**src/design/rbc_pkg.sv**
```systemverilog
`timescale 1ns / 1ps
package rbc_pkg;

   localparam int MAX_ELEMS = 64;
   localparam int IDX_W     = $clog2(MAX_ELEMS);
   localparam int CNT_W     = $clog2(MAX_ELEMS + 1);
   // One bank bit on top of the element index: two sets live in the store.
   localparam int ADDR_W    = IDX_W + 1;
   localparam int DEPTH     = 2 * (2 ** IDX_W);
   localparam int VALUE_W   = 32;
   localparam int RANK_W    = 7;

   typedef struct packed {
      logic signed [VALUE_W-1:0] value;
      logic                      last_item;
   } req_type;

   typedef struct packed {
      logic [RANK_W-1:0] rank;
      logic              last_rank;
      logic              dropped;
   } rsp_type;

   // One complete set handed from the loader to the ranker.
   typedef struct packed {
      logic [CNT_W-1:0] count;
      logic             dropped;
      logic             bank;
   } job_type;

   // Ranker tells the loader that a bank may be reused.
   typedef struct packed {
      logic valid;
      logic bank;
   } free_type;

endpackage

```
**src/design/rbc_ram.sv**
```systemverilog
`timescale 1ns / 1ps
module rbc_ram #(
   parameter int WIDTH = 32,
   parameter int DEPTH = 128
) (
   input  logic                     clock,
   input  logic                     wr_en,
   input  logic [$clog2(DEPTH)-1:0] wr_addr,
   input  logic [WIDTH-1:0]         wr_data,
   input  logic [$clog2(DEPTH)-1:0] rd_addr,
   output logic [WIDTH-1:0]         rd_data
);

   logic [WIDTH-1:0] mem_ff [DEPTH];
   logic [WIDTH-1:0] rd_data_ff;

   always_ff @(posedge clock) begin
      if (wr_en) begin
         mem_ff[wr_addr] <= wr_data;
      end
      rd_data_ff <= mem_ff[rd_addr];
   end

   assign rd_data = rd_data_ff;

endmodule

```
**src/design/rbc_queue.sv**
```systemverilog
`timescale 1ns / 1ps
module rbc_queue import rbc_pkg::*; (
   input  logic    clock,
   input  logic    reset,
   input  logic    push,
   input  job_type push_job,
   output logic    full,
   input  logic    pop,
   output logic    head_valid,
   output job_type head_job
);

   job_type    slot_ff [2];
   logic       wptr_ff, wptr_in;
   logic       rptr_ff, rptr_in;
   logic [1:0] fill_ff, fill_in;
   logic       do_push, do_pop;

   assign full       = (fill_ff == 2'd2);
   assign head_valid = (fill_ff != 2'd0);
   assign head_job   = slot_ff[rptr_ff];
   assign do_push    = push & ~full;
   assign do_pop     = pop & head_valid;

   always_comb begin
      wptr_in = wptr_ff ^ do_push;
      rptr_in = rptr_ff ^ do_pop;
      fill_in = fill_ff + 2'(do_push) - 2'(do_pop);
   end

   always_ff @(posedge clock) begin
      if (reset) begin
         wptr_ff <= 1'b0;
         rptr_ff <= 1'b0;
         fill_ff <= 2'd0;
      end else begin
         wptr_ff <= wptr_in;
         rptr_ff <= rptr_in;
         fill_ff <= fill_in;
      end
   end

   always_ff @(posedge clock) begin
      if (do_push) begin
         slot_ff[wptr_ff] <= push_job;
      end
   end

endmodule

```
**src/design/rbc_front.sv**
```systemverilog
`timescale 1ns / 1ps
module rbc_front import rbc_pkg::*; (
   input  logic               clock,
   input  logic               reset,
   input  logic               req_valid,
   output logic               req_stall,
   input  req_type            req_data,
   output logic               wr_en,
   output logic [ADDR_W-1:0]  wr_addr,
   output logic [VALUE_W-1:0] wr_data,
   output logic               q_push,
   output job_type            q_job,
   input  logic               q_full,
   input  free_type           free
);

   logic [CNT_W-1:0] count_ff, count_in;
   logic             ovf_ff, ovf_in;
   logic             bank_ff, bank_in;
   logic [1:0]       busy_ff, busy_in;
   logic             accept;
   logic             room;

   // Hold input while the bank being filled still waits for ranking.
   assign req_stall = busy_ff[bank_ff] | q_full;
   assign accept    = req_valid & ~req_stall;
   assign room      = (count_ff < CNT_W'(MAX_ELEMS));

   assign wr_en   = accept & room;
   assign wr_addr = {bank_ff, count_ff[IDX_W-1:0]};
   assign wr_data = req_data.value;

   assign q_push        = accept & req_data.last_item;
   assign q_job.count   = room ? (count_ff + CNT_W'(1)) : count_ff;
   assign q_job.dropped = ovf_ff | ~room;
   assign q_job.bank    = bank_ff;

   always_comb begin
      count_in = count_ff;
      ovf_in   = ovf_ff;
      bank_in  = bank_ff;
      busy_in  = busy_ff;
      if (free.valid) begin
         busy_in[free.bank] = 1'b0;
      end
      if (accept) begin
         if (req_data.last_item) begin
            count_in         = '0;
            ovf_in           = 1'b0;
            bank_in          = ~bank_ff;
            busy_in[bank_ff] = 1'b1;
         end else if (room) begin
            count_in = count_ff + CNT_W'(1);
         end else begin
            ovf_in = 1'b1;
         end
      end
   end

   always_ff @(posedge clock) begin
      if (reset) begin
         count_ff <= '0;
         ovf_ff   <= 1'b0;
         bank_ff  <= 1'b0;
         busy_ff  <= '0;
      end else begin
         count_ff <= count_in;
         ovf_ff   <= ovf_in;
         bank_ff  <= bank_in;
         busy_ff  <= busy_in;
      end
   end

endmodule

```
**src/design/rbc_back.sv**
```systemverilog
`timescale 1ns / 1ps
module rbc_back import rbc_pkg::*; (
   input  logic               clock,
   input  logic               reset,
   input  logic               q_valid,
   input  job_type            q_job,
   output logic               q_pop,
   output logic [ADDR_W-1:0]  rd_addr,
   input  logic [VALUE_W-1:0] rd_data,
   output free_type           free,
   output logic               rsp_valid,
   input  logic               rsp_stall,
   output rsp_type            rsp_data
);

   localparam logic [1:0] ST_IDLE = 2'd0;
   localparam logic [1:0] ST_KEY  = 2'd1;
   localparam logic [1:0] ST_SCAN = 2'd2;
   localparam logic [1:0] ST_EMIT = 2'd3;

   logic [1:0]         state_ff, state_in;
   job_type            job_ff, job_in;
   logic [IDX_W-1:0]   i_ff, i_in;
   logic [CNT_W-1:0]   j_ff, j_in;
   logic [VALUE_W-1:0] key_ff, key_in;
   logic [CNT_W-1:0]   less_ff, less_in;
   logic               rsp_valid_ff, rsp_valid_in;
   rsp_type            rsp_ff, rsp_in;
   logic               smaller;
   logic               is_last;

   assign smaller = ($signed(rd_data) < $signed(key_ff));
   assign is_last = ((CNT_W'(i_ff) + CNT_W'(1)) == job_ff.count);

   always_comb begin
      state_in     = state_ff;
      job_in       = job_ff;
      i_in         = i_ff;
      j_in         = j_ff;
      key_in       = key_ff;
      less_in      = less_ff;
      rsp_valid_in = rsp_valid_ff & rsp_stall;
      rsp_in       = rsp_ff;
      q_pop        = 1'b0;
      free         = '0;
      rd_addr      = {job_ff.bank, i_ff};
      unique case (state_ff)
         ST_IDLE: begin
            if (q_valid) begin
               q_pop   = 1'b1;
               job_in  = q_job;
               i_in    = '0;
               rd_addr = {q_job.bank, IDX_W'(0)};
               if (q_job.count == '0) begin
                  free = '{valid: 1'b1, bank: q_job.bank};
               end else begin
                  state_in = ST_KEY;
               end
            end
         end
         ST_KEY: begin
            key_in   = rd_data;
            rd_addr  = {job_ff.bank, IDX_W'(0)};
            j_in     = CNT_W'(1);
            less_in  = '0;
            state_in = ST_SCAN;
         end
         ST_SCAN: begin
            less_in = less_ff + CNT_W'(smaller);
            if (j_ff == job_ff.count) begin
               state_in = ST_EMIT;
            end else begin
               rd_addr = {job_ff.bank, j_ff[IDX_W-1:0]};
               j_in    = j_ff + CNT_W'(1);
            end
         end
         ST_EMIT: begin
            if (!rsp_valid_ff || !rsp_stall) begin
               rsp_valid_in     = 1'b1;
               rsp_in.rank      = RANK_W'(less_ff) + RANK_W'(1);
               rsp_in.last_rank = is_last;
               rsp_in.dropped   = job_ff.dropped;
               if (is_last) begin
                  free     = '{valid: 1'b1, bank: job_ff.bank};
                  state_in = ST_IDLE;
               end else begin
                  i_in     = i_ff + IDX_W'(1);
                  rd_addr  = {job_ff.bank, i_ff + IDX_W'(1)};
                  state_in = ST_KEY;
               end
            end
         end
         default: begin
            state_in = ST_IDLE;
         end
      endcase
   end

   always_ff @(posedge clock) begin
      if (reset) begin
         state_ff     <= ST_IDLE;
         rsp_valid_ff <= 1'b0;
      end else begin
         state_ff     <= state_in;
         rsp_valid_ff <= rsp_valid_in;
      end
   end

   always_ff @(posedge clock) begin
      job_ff  <= job_in;
      i_ff    <= i_in;
      j_ff    <= j_in;
      key_ff  <= key_in;
      less_ff <= less_in;
      rsp_ff  <= rsp_in;
   end

   assign rsp_valid = rsp_valid_ff;
   assign rsp_data  = rsp_ff;

endmodule

```
**src/design/rank_by_counting.sv**
```systemverilog
`timescale 1ns / 1ps
// Channel  Direction  Handshake           Transaction
// req      in         req_valid/req_stall one value, last_item closes the set
// rsp      out        rsp_valid/rsp_stall one rank per stored value, load order
//
// Flow: the loader takes a new value whenever req_stall is low; each rank then
//   fetches its key, compares it with all n stored values (n the set size) and emits,
//   since one RAM read port walks every stored value per rank; taking a set off the queue is its own step.
// The store has two banks, so the next set loads while the previous one ranks.
// Reset: synchronous; no clearing pass, only entries of the current set are read.
// Stalls: rsp_stall holds the ranker; req_stall rises only when both banks wait.
module rank_by_counting import rbc_pkg::*; (
   input  logic    clock,
   input  logic    reset,
   input  logic    req_valid,
   output logic    req_stall,
   input  req_type req_data,
   output logic    rsp_valid,
   input  logic    rsp_stall,
   output rsp_type rsp_data
);

   logic               wr_en;
   logic [ADDR_W-1:0]  wr_addr;
   logic [VALUE_W-1:0] wr_data;
   logic [ADDR_W-1:0]  rd_addr;
   logic [VALUE_W-1:0] rd_data;
   logic               q_push;
   job_type            q_job;
   logic               q_full;
   logic               q_pop;
   logic               q_valid;
   job_type            q_head;
   free_type           free;

   // Loader: store values, count, and hand finished sets to the queue.
   rbc_front u_front (
      .clock     (clock),
      .reset     (reset),
      .req_valid (req_valid),
      .req_stall (req_stall),
      .req_data  (req_data),
      .wr_en     (wr_en),
      .wr_addr   (wr_addr),
      .wr_data   (wr_data),
      .q_push    (q_push),
      .q_job     (q_job),
      .q_full    (q_full),
      .free      (free)
   );

   // Two-bank value store: one write port for the loader, one read for the ranker.
   rbc_ram #(
      .WIDTH (VALUE_W),
      .DEPTH (DEPTH)
   ) u_store (
      .clock   (clock),
      .wr_en   (wr_en),
      .wr_addr (wr_addr),
      .wr_data (wr_data),
      .rd_addr (rd_addr),
      .rd_data (rd_data)
   );

   // Short job queue decoupling the loader from the ranker.
   rbc_queue u_queue (
      .clock      (clock),
      .reset      (reset),
      .push       (q_push),
      .push_job   (q_job),
      .full       (q_full),
      .pop        (q_pop),
      .head_valid (q_valid),
      .head_job   (q_head)
   );

   // Ranker: one compare per cycle, result held in the output register.
   rbc_back u_back (
      .clock     (clock),
      .reset     (reset),
      .q_valid   (q_valid),
      .q_job     (q_head),
      .q_pop     (q_pop),
      .rd_addr   (rd_addr),
      .rd_data   (rd_data),
      .free      (free),
      .rsp_valid (rsp_valid),
      .rsp_stall (rsp_stall),
      .rsp_data  (rsp_data)
   );

   // A finished set must always find room in the queue.
   assert property (@(posedge clock) disable iff (reset) q_push |-> !q_full)
      else $error("job queue overflow");

   // A rank never exceeds the capacity and is never zero.
   assert property (@(posedge clock) disable iff (reset)
      rsp_valid |-> (rsp_data.rank != '0) && (rsp_data.rank <= RANK_W'(MAX_ELEMS)))
      else $error("rank out of range");

   // A bank is never released in the same cycle it is handed over.
   assert property (@(posedge clock) disable iff (reset)
      (free.valid && q_push) |-> (free.bank != q_job.bank))
      else $error("bank released while being queued");

endmodule
```
**config.mk**
```make
export PLATFORM = sky130hd
export DESIGN_NAME = rank_by_counting
export DESIGN_NICKNAME = d
export VERILOG_FILES = /design/src/design/rbc_pkg.sv /design/src/design/rbc_ram.sv /design/src/design/rbc_queue.sv /design/src/design/rbc_front.sv /design/src/design/rbc_back.sv /design/src/design/rank_by_counting.sv
export SDC_FILE = /design/constraint.sdc
export NUM_CORES = 2
export LEC_CHECK = 0
export ABC_AREA = 1
export BUFFER_PORTS_ARGS = -buffer_cell sky130_fd_sc_hd__buf_4
export CORE_UTILIZATION = 35
export CTS_CLUSTER_DIAMETER = 60
export CTS_CLUSTER_SIZE = 28
export DETAILED_ROUTE_END_ITERATION = 6
export PLACE_DENSITY = 0.58
export SETUP_SLACK_MARGIN = 0.3
export SKIP_CTS_REPAIR_TIMING = 1
export SLEW_MARGIN = 20
export SYNTH_ARGS = -nofsm -noshare
export SYNTH_HDL_FRONTEND = slang
export SYNTH_MEMORY_MAX_BITS = 65536
export SYNTH_SLANG_ARGS = --single-unit
export TNS_END_PERCENT = 20
```
**constraint.sdc**
```tcl
create_clock -name clock -period 4 [get_ports clock]
set_clock_uncertainty 0.2 [all_clocks]
set_input_delay 0.6 -clock clock [delete_from_list [all_inputs] [get_ports clock]]
set_output_delay 0.6 -clock clock [all_outputs]
set_load 0.05 [all_outputs]
```
==> reports/summary.txt <==
HP Start = req_data[4]
Yosys reg bits = 4234
CP Max Fanout = 16
commonest non-fill, non-tap cell in the layout = nand3_1
Hold Crit Depth = 1
Worst Tran Pin Value = 1.19 ns
die width = 701 um
fmax = 242 MHz
Area after DPL = 188000 um2
dpl hpwl = 330 mm
syn avg cell area = 12.2 um2
post-route ant nets = 0
most frequent cells in the layout = 4346 x nand3_1, 4184 x edfxtp_1, 3822 x nand2_1, 767 x buf_4, 333 x buf_12
max-slew violations = 0
Synth cell types = 37
pre-CTS WS = -0.379 ns
Final Wtd Congestion = 0.945
Multi-input gate area = 41200 um2
Hold Vio Cnt, Final = 0
MaxCap Viol Count = 0
nets@finish = 14600
grt met1 use = 0.302
total power = 164 mW
I/O pin count = 48
Hold Path Class = in2reg
Mapped Cells = 14000
Max IR drop VDD = 0.000554 V
starting density of the core = 0.351
Die Area = 491000 um2
worst skew pair latency = 1.01 ns
via count = 116000
Ys Warns = 0
Rel. slew slack = 0.210
met2 Use GR = 0.330
Setup Viol. Count Final = 18
post-synth top area cell = edfxtp_1
top post-synthesis cells by area = edfxtp_1 74%, nand3_1 13%, nand2_1 8.4%
syn_nets = 14100
Critical Setup Path Class = reg2reg
TritonCTS clock tree = done
Critical Path AT = 4.82 ns
Post-synth EDFFs = 4184
# clock sinks = 4234
Syn-to-layout area delta = 18.0%
grt peak-use layer = met2
violated checks = setup timing
Hold EP = u_store.mem_ff[67][3]
global route overflow = 0
Lkg Pwr = 68.9 nW
CTS buffer count = 293
largest net degree at the start of global routing = 97
CTS root buffer = clkbuf_16
Synth top area share = 0.735
share of post-route cells with drive strength above 1 = 0.138
FP Rows = 256
Worst setup SP type = register
port bufs = 47
DRC = 0
Primary FF master, synth = edfxtp_1
crit share post-route = 1.03
async set-reset flop share out of synthesis = 0
Fillers = 44600
Util after Layout = 0.415
RSZ-0062 raised after global routing = true
status = finished, violations left
Reg area = 127000 um2
GRT Resource Usage Total = 0.214
Reg2Reg Depth = 17
Critical Path Sink Type = register
H-tree depth = 5
vias in the first global route = 108000
Crit Reg-Reg Startpoint = u_back.job_ff[7]
Final WS setup = -0.132 ns
initial antenna violation count = 20
Routed WL per cell = 25.6 um
CTS max path bufs = 4
first-pass GRT wire length = 775 mm
die height = 701 um
minimum clock period = 4.13 ns
Vias/cell = 5.43
Worst Setup SP = u_back.job_ff[7]
Reg clk slew, reported paths = 0.09 ns
GR Util met3 = 0.0371
Core ar. = 486000 um2
post-route cell area = 202000 um2
Syn Std Cell Area = 171000 um2
drt total wl = 545 mm
Worst Path Required = 4.69 ns
initial drt markers = 15200
Power Density = 813 nW/um2
worst flop-to-flop path endpoint = u_store.rd_data[29]
Initial DRT Pass Iterations = 6
Reg2Reg Setup Slack = -0.13 ns
sequential area share after synthesis = 0.741
## worst max path at each step
stage / endpoint / slack [ns]
floorplan: u_store.mem_ff[102][0] / -0.23
global placement: u_store.rd_data[10] / -0.47
detailed placement: u_store.rd_data[29] / -0.38
CTS: u_store.rd_data[29] / -0.42
global route: u_store.rd_data[16] / -0.29
finish: u_store.rd_data[29] / -0.13
## power breakdown
part	internal (mW)	switching, mW
logic	27.9	52.1
clock network	15.8	18.0
registers	49.5	0.571
## metal layers
layer,vias to the layer above,share of wire
li1,51600,-
met1,58000,0.42
met2,5214,0.45
met3,755,0.091
met4,2,0.044
met5,-,0.000031
## cells by family (layout without fill, tap and decap cells)
kind of cell | count (synthesis) | in the layout | share of synthesized area
other cells | 0 | 9 | 0
fa+ha+maj | 45 | 45 | 0.00330
xor+xnor | 21 | 21 | 0.00108
flops | 4234 | 4234 | 0.741
compound gates | 90 | 90 | 0.00282
simple gates | 8547 | 8547 | 0.221
buf+inv | 1074 | 1876 | 0.0304
## through the flow
step / std cells / TNS [ns] / hold WS (ns)
finish: 21300 / -0.927 / 0.0124
global route: 21300 / -6.40 / 0.000431
CTS: 21200 / -5.93 / -0.353
detailed placement: 20700 / -4.70 / 0.222
global placement: 20700 / -8.97 / 0.233
floorplan: 14000 / -227.35 / 0.200
## worst max-delay path, stage by stage, from the launching register on
cell and delay (ns):
edfxtp_1 0.50, xor2_1 0.20, nor3_1 0.28, nand2_1 0.15, buf_4 0.18, o21ai_0 0.26, nand3_1 0.25, nand2_8 0.25
buf_12 0.18, buf_4 0.23, buf_12 0.18, nand3_1 0.08, nand3_1 0.09, nand3_1 0.17, nand3_1 0.24, nand3_4 0.21
nand3_1 0.24, nand2_1 0.07
## cells in the mapped netlist (5+ instances only)
cell type / instances
nand3_1: 4505
nor2_1: 175
buf_1: 44
nand4_1: 13
ha_1: 45
edfxtp_1: 4184
xnor2_1: 5
a21oi_1: 46
xor2_1: 16
dfxtp_1: 50
nand2_1: 3828
o21ai_0: 29
clkbuf_1: 210
nand2_2: 6
buf_4: 83
buf_2: 618
buf_6: 10
inv_2: 5
nor3_1: 10
inv_1: 101
## final cells by class
type,count,area share
Sequential cell,4234,0.628
Multi-Input combinational cell,8703,0.205
Timing Repair Buffer,1226,0.0716
Tap cell,6450,0.0400
Clock buffer,311,0.0373
Clock inverter,230,0.0159
Inverter,109,0.00223
Antenna cell,9,0.000112
## flip-flops by register name (all words and copies together) (netlist names)
name	cells
u_store.mem_ff	4096
u_back.key_ff	32
u_store.rd_data	32
u_queue.slot_ff	18
u_back.job_ff	9
u_back.rsp_data	9
u_back.j_ff	7
u_back.less_ff	7
u_front.count_ff	7
u_back.i_ff	6
u_back.state_ff	2
u_front.busy_ff	2
u_queue.fill_ff	2
u_back.rsp_valid	1
u_front.bank_ff	1
u_front.ovf_ff	1
u_queue.rptr_ff	1
u_queue.wptr_ff	1
Power figures use the tool's default switching activity.
